==> src/tcce_pkg.sv <==
// ----------------------------------------------------------------------------
// tcce_pkg
// Shared types and constants of the text console cursor engine.
// ----------------------------------------------------------------------------
package tcce_pkg;

	// Field widths
	localparam int unsigned MODE_W     = 2;
	localparam int unsigned BYTE_W     = 8;
	localparam int unsigned ROW_W      = 8;
	localparam int unsigned COL_W      = 9;
	localparam int unsigned GLYPH_W    = 7;
	localparam int unsigned PX_W       = 12;

	// Stream packing
	localparam int unsigned S_TDATA_W  = 32;
	localparam int unsigned S_TUSER_W  = MODE_W;
	localparam int unsigned M_TDATA_W  = 48;
	localparam int unsigned M_TDATA_PAD = M_TDATA_W - (GLYPH_W + 2 * COL_W + 2 * ROW_W);
	localparam int unsigned M_TUSER_W  = 3;

	// Configuration port
	localparam int unsigned CFG_INDEX_W = 8;
	localparam logic [CFG_INDEX_W-1:0] REG_WIDTH  = CFG_INDEX_W'(0);
	localparam logic [CFG_INDEX_W-1:0] REG_HEIGHT = CFG_INDEX_W'(1);
	localparam int unsigned WIDTH_PX_RST  = 640;
	localparam int unsigned HEIGHT_PX_RST = 480;

	// Glyph cell defaults
	localparam int unsigned GLYPH_WIDTH_DEF  = 8;
	localparam int unsigned GLYPH_HEIGHT_DEF = 16;

	// Text grid limits (one bit wider than the cursor fields)
	localparam int unsigned COLS_W   = COL_W + 1;
	localparam int unsigned ROWS_W   = ROW_W + 1;
	localparam int unsigned COLS_MAX = 512;
	localparam int unsigned ROWS_MAX = 256;

	// Characters
	localparam logic [BYTE_W-1:0]  CHAR_LF    = 8'h0A;
	localparam logic [BYTE_W-1:0]  CHAR_CR    = 8'h0D;
	localparam logic [BYTE_W-1:0]  CHAR_TAB   = 8'h09;
	localparam logic [BYTE_W-1:0]  ASCII_MAX  = 8'h7F;
	localparam logic [GLYPH_W-1:0] GLYPH_REPL = 7'h3F;
	localparam int unsigned        TAB_STEP   = 8;

	typedef enum logic [MODE_W-1:0] {
		MODE_WRITE = 2'd0,
		MODE_SET   = 2'd1,
		MODE_CLEAR = 2'd2,
		MODE_NOP   = 2'd3
	} mode_t;

	// UTF-8 decoder states: what the next continuation byte must look like
	typedef enum logic [7:0] {
		DEC_ACCEPT = 8'b0000_0001,
		DEC_NEED1  = 8'b0000_0010,
		DEC_NEED2  = 8'b0000_0100,
		DEC_NEED3  = 8'b0000_1000,
		DEC_E0     = 8'b0001_0000,
		DEC_ED     = 8'b0010_0000,
		DEC_F0     = 8'b0100_0000,
		DEC_F4     = 8'b1000_0000
	} dec_state_t;

endpackage

==> src/text_console_cursor_engine_unit.sv <==
// ----------------------------------------------------------------------------
// text_console_cursor_engine_unit
// Console front end: cursor tracking, tab/newline handling, UTF-8 decode.
//
// Requests enter on the s_ stream (tuser = mode, tdata = byte, row, column)
// and each gives exactly one result on the m_ stream (tuser = draw, scroll,
// clear flags; tdata = glyph, draw position, cursor after the request).
// The screen size in pixels is written on the cfg channel, index 0 width and
// index 1 height; cfg_ready is always high and the write takes effect on the
// next cycle. The text grid size is worked out at the write itself.
// A request passes through an input register, then the cursor and decoder
// logic into the result register. One request per cycle is sustained while
// m_tready is high; the cursor and decoder state close their loop in that
// single logic stage.
// When m_tready is low the result register holds and the input register
// still takes one more request; after that s_tready drops until the result
// is taken.
// Reset clears the cursor to the home position, returns the decoder to its
// accept state and loads the 640 by 480 screen size.
// ----------------------------------------------------------------------------
module text_console_cursor_engine_unit #(
	parameter int unsigned GLYPH_WIDTH  = tcce_pkg::GLYPH_WIDTH_DEF,
	parameter int unsigned GLYPH_HEIGHT = tcce_pkg::GLYPH_HEIGHT_DEF
) (
	input  logic                              clk,
	input  logic                              arst_n,
	input  logic                              s_tvalid,
	output logic                              s_tready,
	// byte_value [7:0], new_row [15:8], new_col [24:16]
	input  logic [tcce_pkg::S_TDATA_W-1:0]    s_tdata,
	// mode [1:0]
	input  logic [tcce_pkg::S_TUSER_W-1:0]    s_tuser,
	output logic                              m_tvalid,
	input  logic                              m_tready,
	// glyph_code [6:0], draw_col [15:7], draw_row [23:16],
	// cursor column [32:24], cursor row [40:33]
	output logic [tcce_pkg::M_TDATA_W-1:0]    m_tdata,
	// draw [0], scroll [1], clear [2]
	output logic [tcce_pkg::M_TUSER_W-1:0]    m_tuser,
	input  logic                              cfg_valid,
	output logic                              cfg_ready,
	input  logic [tcce_pkg::CFG_INDEX_W-1:0]  cfg_index,
	input  logic [tcce_pkg::PX_W-1:0]         cfg_data
);
	import tcce_pkg::*;

	// Division by the glyph size as a multiply by a rounded-up reciprocal;
	// exact for 12-bit pixel counts and divisors up to 32.
	localparam int unsigned RECIP_SHIFT = 24;
	localparam int unsigned PROD_W      = 36;
	localparam int unsigned COL_RECIP   =
		((1 << RECIP_SHIFT) + GLYPH_WIDTH - 1) / GLYPH_WIDTH;
	localparam int unsigned ROW_RECIP   =
		((1 << RECIP_SHIFT) + GLYPH_HEIGHT - 1) / GLYPH_HEIGHT;

	localparam int unsigned COLS_DIV = WIDTH_PX_RST / GLYPH_WIDTH;
	localparam int unsigned ROWS_DIV = HEIGHT_PX_RST / GLYPH_HEIGHT;
	localparam int unsigned COLS_RST =
		(COLS_DIV < 1) ? 1 : ((COLS_DIV > COLS_MAX) ? COLS_MAX : COLS_DIV);
	localparam int unsigned ROWS_RST =
		(ROWS_DIV < 1) ? 1 : ((ROWS_DIV > ROWS_MAX) ? ROWS_MAX : ROWS_DIV);

	function automatic logic [COLS_W-1:0] clamp_cols(input logic [PX_W-1:0] q);
		logic [COLS_W-1:0] r;
		if (q == '0) begin
			r = COLS_W'(1);
		end else if (q > PX_W'(COLS_MAX)) begin
			r = COLS_W'(COLS_MAX);
		end else begin
			r = COLS_W'(q);
		end
		return r;
	endfunction

	function automatic logic [ROWS_W-1:0] clamp_rows(input logic [PX_W-1:0] q);
		logic [ROWS_W-1:0] r;
		if (q == '0) begin
			r = ROWS_W'(1);
		end else if (q > PX_W'(ROWS_MAX)) begin
			r = ROWS_W'(ROWS_MAX);
		end else begin
			r = ROWS_W'(q);
		end
		return r;
	endfunction

	// Configuration
	logic [PROD_W-1:0] col_prod;
	logic [PROD_W-1:0] row_prod;
	logic [COLS_W-1:0] cols_q;
	logic [ROWS_W-1:0] rows_q;

	assign cfg_ready = 1'b1;
	assign col_prod  = PROD_W'(cfg_data) * PROD_W'(COL_RECIP);
	assign row_prod  = PROD_W'(cfg_data) * PROD_W'(ROW_RECIP);

	always_ff @(posedge clk or negedge arst_n) begin
		if (!arst_n) begin
			cols_q <= COLS_W'(COLS_RST);
			rows_q <= ROWS_W'(ROWS_RST);
		end else if (cfg_valid && cfg_ready) begin
			case (cfg_index)
				REG_WIDTH:  cols_q <= clamp_cols(col_prod[RECIP_SHIFT +: PX_W]);
				REG_HEIGHT: rows_q <= clamp_rows(row_prod[RECIP_SHIFT +: PX_W]);
				default: ;
			endcase
		end
	end

	// Input register
	logic              valid_s1;
	mode_t             mode_s1;
	logic [BYTE_W-1:0] byte_s1;
	logic [ROW_W-1:0]  nrow_s1;
	logic [COL_W-1:0]  ncol_s1;
	logic              advance;
	logic              out_valid_q;

	assign advance  = !out_valid_q || m_tready;
	assign s_tready = !valid_s1 || advance;

	always_ff @(posedge clk or negedge arst_n) begin
		if (!arst_n) begin
			valid_s1 <= 1'b0;
		end else if (s_tready) begin
			valid_s1 <= s_tvalid;
		end
	end

	always_ff @(posedge clk) begin
		if (s_tvalid && s_tready) begin
			mode_s1 <= mode_t'(s_tuser);
			byte_s1 <= s_tdata[BYTE_W-1:0];
			nrow_s1 <= s_tdata[BYTE_W +: ROW_W];
			ncol_s1 <= s_tdata[BYTE_W + ROW_W +: COL_W];
		end
	end

	// Cursor and decoder state. Only whether a finished code point is ASCII
	// matters, and a multi-byte sequence never yields one, so no code point
	// bits are kept.
	logic [COL_W-1:0] col_q;
	logic [ROW_W-1:0] row_q;
	dec_state_t       dec_q;

	logic [COLS_W-1:0]  col_n;
	logic [ROWS_W-1:0]  row_n;
	logic [COLS_W-1:0]  tab_col;
	dec_state_t         dec_n;
	dec_state_t         cont_next;
	logic [BYTE_W-1:0]  cont_lo;
	logic [BYTE_W-1:0]  cont_hi;
	logic               emit;
	logic [GLYPH_W-1:0] glyph_n;
	logic               draw_n;
	logic [COL_W-1:0]   dcol_n;
	logic [ROW_W-1:0]   drow_n;
	logic               scroll_n;
	logic               clear_n;

	assign tab_col = (COLS_W'(col_q) + COLS_W'(TAB_STEP)) & ~COLS_W'(TAB_STEP - 1);

	// Continuation byte window and follow-on state
	always_comb begin
		cont_lo   = 8'h80;
		cont_hi   = 8'hBF;
		cont_next = DEC_ACCEPT;
		case (dec_q)
			DEC_NEED1: cont_next = DEC_ACCEPT;
			DEC_NEED2: cont_next = DEC_NEED1;
			DEC_NEED3: cont_next = DEC_NEED2;
			DEC_E0: begin
				cont_lo   = 8'hA0;
				cont_next = DEC_NEED1;
			end
			DEC_ED: begin
				cont_hi   = 8'h9F;
				cont_next = DEC_NEED1;
			end
			DEC_F0: begin
				cont_lo   = 8'h90;
				cont_next = DEC_NEED2;
			end
			DEC_F4: begin
				cont_hi   = 8'h8F;
				cont_next = DEC_NEED2;
			end
			default: ;
		endcase
	end

	always_comb begin
		col_n    = COLS_W'(col_q);
		row_n    = ROWS_W'(row_q);
		dec_n    = dec_q;
		emit     = 1'b0;
		glyph_n  = GLYPH_REPL;
		draw_n   = 1'b0;
		dcol_n   = '0;
		drow_n   = '0;
		scroll_n = 1'b0;
		clear_n  = 1'b0;
		case (mode_s1)
			MODE_WRITE: begin
				if (byte_s1 == CHAR_LF) begin
					col_n = '0;
					row_n = row_n + ROWS_W'(1);
					dec_n = DEC_ACCEPT;
				end else if (byte_s1 == CHAR_CR) begin
					col_n = '0;
					dec_n = DEC_ACCEPT;
				end else if (byte_s1 == CHAR_TAB) begin
					col_n = tab_col;
					if (col_n >= cols_q) begin
						col_n = '0;
						row_n = row_n + ROWS_W'(1);
					end
					dec_n = DEC_ACCEPT;
				end else if (dec_q == DEC_ACCEPT) begin
					// lead byte
					if (byte_s1 <= ASCII_MAX) begin
						emit    = 1'b1;
						glyph_n = byte_s1[GLYPH_W-1:0];
					end else if (byte_s1 inside {[8'hC2:8'hDF]}) begin
						dec_n = DEC_NEED1;
					end else if (byte_s1 inside {[8'hE0:8'hEF]}) begin
						dec_n = (byte_s1 == 8'hE0) ? DEC_E0 :
							(byte_s1 == 8'hED) ? DEC_ED : DEC_NEED2;
					end else if (byte_s1 inside {[8'hF0:8'hF4]}) begin
						dec_n = (byte_s1 == 8'hF0) ? DEC_F0 :
							(byte_s1 == 8'hF4) ? DEC_F4 : DEC_NEED3;
					end else begin
						emit = 1'b1;
					end
				end else begin
					// continuation byte; reject or finish draws the replacement
					if (byte_s1 < cont_lo || byte_s1 > cont_hi) begin
						dec_n = DEC_ACCEPT;
						emit  = 1'b1;
					end else begin
						dec_n = cont_next;
						emit  = (cont_next == DEC_ACCEPT);
					end
				end
				if (emit) begin
					draw_n = 1'b1;
					dcol_n = col_q;
					drow_n = row_q;
					col_n  = col_n + COLS_W'(1);
					if (col_n >= cols_q) begin
						col_n = '0;
						row_n = row_n + ROWS_W'(1);
					end
				end
				if (row_n >= rows_q) begin
					scroll_n = 1'b1;
					row_n    = rows_q - ROWS_W'(1);
				end
			end
			MODE_SET: begin
				if (ROWS_W'(nrow_s1) < rows_q) begin
					row_n = ROWS_W'(nrow_s1);
				end
				if (COLS_W'(ncol_s1) < cols_q) begin
					col_n = COLS_W'(ncol_s1);
				end
			end
			MODE_CLEAR: begin
				clear_n = 1'b1;
				col_n   = '0;
				row_n   = '0;
			end
			default: ;
		endcase
	end

	// Result register and state update
	logic [GLYPH_W-1:0] glyph_q;
	logic [COL_W-1:0]   dcol_q;
	logic [ROW_W-1:0]   drow_q;
	logic               draw_q;
	logic               scroll_q;
	logic               clear_q;

	always_ff @(posedge clk or negedge arst_n) begin
		if (!arst_n) begin
			out_valid_q <= 1'b0;
			col_q       <= '0;
			row_q       <= '0;
			dec_q       <= DEC_ACCEPT;
		end else if (advance) begin
			out_valid_q <= valid_s1;
			if (valid_s1) begin
				col_q <= col_n[COL_W-1:0];
				row_q <= row_n[ROW_W-1:0];
				dec_q <= dec_n;
			end
		end
	end

	always_ff @(posedge clk) begin
		if (advance && valid_s1) begin
			glyph_q  <= draw_n ? glyph_n : '0;
			dcol_q   <= dcol_n;
			drow_q   <= drow_n;
			draw_q   <= draw_n;
			scroll_q <= scroll_n;
			clear_q  <= clear_n;
		end
	end

	assign m_tvalid = out_valid_q;
	assign m_tdata  = {M_TDATA_PAD'(0), row_q, col_q, drow_q, dcol_q, glyph_q};
	assign m_tuser  = {clear_q, scroll_q, draw_q};

endmodule

==> config.mk <==
export PLATFORM = sky130hd
export DESIGN_NAME = text_console_cursor_engine_unit
export DESIGN_NICKNAME = d
export VERILOG_FILES = /design/src/tcce_pkg.sv /design/src/text_console_cursor_engine_unit.sv
export SDC_FILE = /design/constraint.sdc
export NUM_CORES = 1
export LEC_CHECK = 0
export CAP_MARGIN = 20
export CORE_MARGIN = 2
export CORE_UTILIZATION = 39
export DETAILED_ROUTE_END_ITERATION = 8
export DONT_BUFFER_PORTS = 1
export PLACE_DENSITY = 0.58
export SLEW_MARGIN = 10
export SYNTH_ARGS = -nofsm -noshare
export SYNTH_HDL_FRONTEND = slang
export SYNTH_SLANG_ARGS = --single-unit
==> constraint.sdc <==
create_clock -name clk -period 7.6 [get_ports clk]
set_input_delay 1.52 -clock clk [delete_from_list [all_inputs] [get_ports clk]]
set_output_delay 1.52 -clock clk [all_outputs]
set_load 0.1 [all_outputs]
==> flow_metrics.tcl <==
set metrics [dict create \
    ir_worst_vdd_mv 0.156 \
    period_minus_slack_ns 7.07 \
    root_buffer "clkbuf_16" \
    hold_viol 0 \
    ff2ff_path_depth 28 \
    tightest_slew_ns 1.10 \
    routed_wl_um 17200 \
    skew_ns 0.00867 \
    antenna_found_initial 0 \
    dieArea_sq_mm 0.0182 \
    num-fill-cells 1584 \
    htreeDepth 3 \
    tritoncts "yes" \
    ys_async_sr_fraction 0.449 \
    start_util 0.401 \
    gp_congestion 0.858 \
    critPathLaunchType "flip-flop" \
    overflow 0 \
    drv_slew 0 \
    vias 5114 \
    yosysWarningCount 0 \
    power_density_mw_per_mm2 304 \
    status "completed" \
    worstSkewPairLatency_ns 0.36 \
    drv_cap 0 \
    final_net_count 781 \
    groute.usage.overall 0.194 \
    r2r_start "col_q[3]" \
    yosysSeqAreaShare 0.410 \
    path_max_fanout 10 \
    dpl.cell_count 875 \
    drcViolationCount 0 \
    crit_type "flip-flop to flip-flop" \
    regToRegEndpoint "row_q[6]" \
    detail_route.first_pass.iterations 5 \
    ant_nets 0 \
    hold_class "flip-flop to flip-flop" \
    die_h_um 135 \
    setup_viol 0 \
    synth.avg_cell_area_sq_um 10.1 \
    crit_path_end "row_q[6]" \
    synth-edff-count 54 \
    grt_max_degree 45 \
    synth_cells 662 \
    cts_buffer_depth 2 \
    drive_gt1_frac 0.151 \
    crit_arrival_ns 7.31 \
    vias_per_cell 5.70 \
    yosysUniqueCellTypes 86 \
    num_io_pins 113 \
    p_leak_nw 3.04 \
    reg2reg_slack_ns 0.53 \
    area_delta_synth_final_pct 10.1 \
    numCtsBuffers 9 \
    grt_pass1_wl_um 27300 \
    cts.sinks 98 \
    max_freq_ghz 0.141 \
    fp-row-count 47 \
    cp.required_ns 7.84 \
    slowest_stage "or4b_1" \
    p_total_mw 2.23 \
    wire_per_inst_um 19.1 \
    final.period_utilization 0.930 \
    cts_hold_buf 0 \
    drt_iter0_drc 395 \
    synth_ff_type "edfxtp_1" \
    place_hpwl_um 12900 \
    instances_no_fill 897 \
    end_kind "flip-flop" \
    fin_hold_ws_ns 0.511 \
    path_clk_slew_ns 0.07 \
    slew_headroom 0.264 \
    critPathMostFrequentCell "ha_1" \
    ys_ff_latch 98 \
    n_antenna_cell 0 \
    die_w_um 135 \
    critPathMaxStageDelay_ns 0.47 \
    startpoint "col_q[3]" \
    core_area_sq_mm 0.0166 \
    io_buffers 0 \
    grt_pass1_vias 5042 \
    syn_area_sq_mm 0.00667 \
]
## placed cells by master (no fill, tap or decap), types with 6 or more instances in the layout
master,instances
o21a_1,10
inv_1,32
mux2i_1,9
nor3_1,23
edfxtp_1,54
mux2_2,22
a21oi_1,23
a21o_1,10
nor2_1,31
clkbuf_16,9
conb_1,8
o21ai_0,31
xor2_1,7
a31oi_1,7
xnor2_1,26
dfstp_2,7
ha_1,50
nor2b_1,6
dfrtp_1,37
and2_1,12
nand2_1,49
buf_4,29
nand2b_1,15
and3_1,28
nand3_1,23
## report_power, final
group	switching (mW)	leakage, nW	internal, mW
clock	0.209	0.147	0.266
sequential	0.180	1.05	0.647
combinational	0.642	1.84	0.289
## state kept, by name, indices dropped and copies added, names as in the netlist
name      flops
col_q         9
cols_q        9
dcol_q        9
ncol_s1       9
byte_s1       8
dec_q         8
drow_q        8
nrow_s1       8
row_q         8
rows_q        8
glyph_q       7
mode_s1       2
clear_q       1
draw_q        1
m_tvalid      1
scroll_q      1
valid_s1      1
## cell type report
class / count / area [sq um] / area share
Sequential cell: 98 / 2730 / 0.372
Tap cell: 220 / 275 / 0.0375
Clock buffer: 11 / 243 / 0.0331
Inverter: 32 / 120 / 0.0164
Multi-Input combinational cell: 500 / 3660 / 0.499
Timing Repair Buffer: 31 / 249 / 0.0339
Clock inverter: 5 / 60.1 / 0.00818
## cell families (layout without fill, tap and decap cells)
logic type	after synthesis	after routing	share of synthesized area
compound gates	145	145	0.158
xor+xnor	33	33	0.0433
simple gates	233	233	0.197
buf+inv	70	79	0.0463
other cells	2	8	0.00113
flops	98	98	0.410
fa+ha+maj	50	50	0.0938
mux	31	31	0.0507
## layer usage
layer | GRT usage | part of all wire | up-vias | routed length [um]
li1 | - | - | 2459 | -
met1 | 0.261 | 0.46 | 2460 | 7950
met2 | 0.309 | 0.46 | 178 | 7910
met3 | 0.0413 | 0.060 | 17 | 1030
met4 | 0.0678 | 0.015 | 0 | 261
met5 | 0 | 0 | - | 0
## critical path, delay by kind of cell, from the launching register on
family | cells | cell delay (ns)
AO/OA/AOI/OAI | 13 | 3.46
AND/OR/NAND/NOR | 6 | 1.12
adder cells (fa/ha/maj) | 3 | 0.85
buffers and inverters | 4 | 0.73
XOR/XNOR | 2 | 0.41
flip-flops | 1 | 0.40
## repair_timing
action,CTS,global route
buffers inserted,0,3
setup endpoints to repair,0,5
gates resized for setup,0,1
## stage by stage
| step | setup WS (ns) | cell area [sq um] | setup TNS (ns) | util |
|---|---|---|---|---|
| finish | 0.531 | 7340 | 0 | 0.441 |
| detailed placement | 0.434 | 6970 | 0 | 0.419 |
| floorplan | 0.523 | 6690 | 0 | - |
| CTS | 0.387 | 7270 | 0 | 0.437 |
| global route | -0.0104 | 7340 | -0.0104 | 0.441 |
| global placement | 0.465 | 6970 | 0 | 0.419 |
## cells in the mapped netlist (5+ instances only)
cell type | n | share of area
a21o_1 | 10 | 0.011
nand2b_1 | 15 | 0.014
o21ai_0 | 31 | 0.023
nand3_1 | 23 | 0.017
inv_1 | 32 | 0.018
xnor2_1 | 26 | 0.034
a31oi_1 | 7 | 0.0066
a21oi_1 | 23 | 0.017
nor2b_1 | 6 | 0.0056
dfstp_2 | 7 | 0.028
nor4_1 | 5 | 0.0047
mux2i_1 | 9 | 0.014
and2_1 | 12 | 0.011
nor2_1 | 31 | 0.017
clkbuf_1 | 20 | 0.011
xor2_1 | 7 | 0.0092
and3_1 | 28 | 0.026
buf_4 | 11 | 0.012
nand2_1 | 49 | 0.028
o21a_1 | 10 | 0.011
mux2_2 | 22 | 0.037
o211ai_1 | 5 | 0.0056
edfxtp_1 | 54 | 0.24
a22oi_1 | 5 | 0.0056
ha_1 | 50 | 0.094
nor3_1 | 23 | 0.017
dfrtp_1 | 37 | 0.14
nand4_1 | 5 | 0.0047
or4_1 | 5 | 0.0056
## how the worst min path moves through the flow
| stage | slack [ns] | depth (start not counted) | from | endpoint |
|---|---|---|---|---|
| final | 0.51 | 1 | valid_s1 | m_tvalid |
| after floorplan | 0.45 | 1 | valid_s1 | m_tvalid |
| after global routing | 0.53 | 1 | rows_q[7] | rows_q[7] |
| after CTS | 0.52 | 1 | valid_s1 | m_tvalid |
| after global placement | 0.46 | 1 | valid_s1 | m_tvalid |
| after detailed placement | 0.50 | 1 | valid_s1 | m_tvalid |
Power figures use the tool's default switching activity.
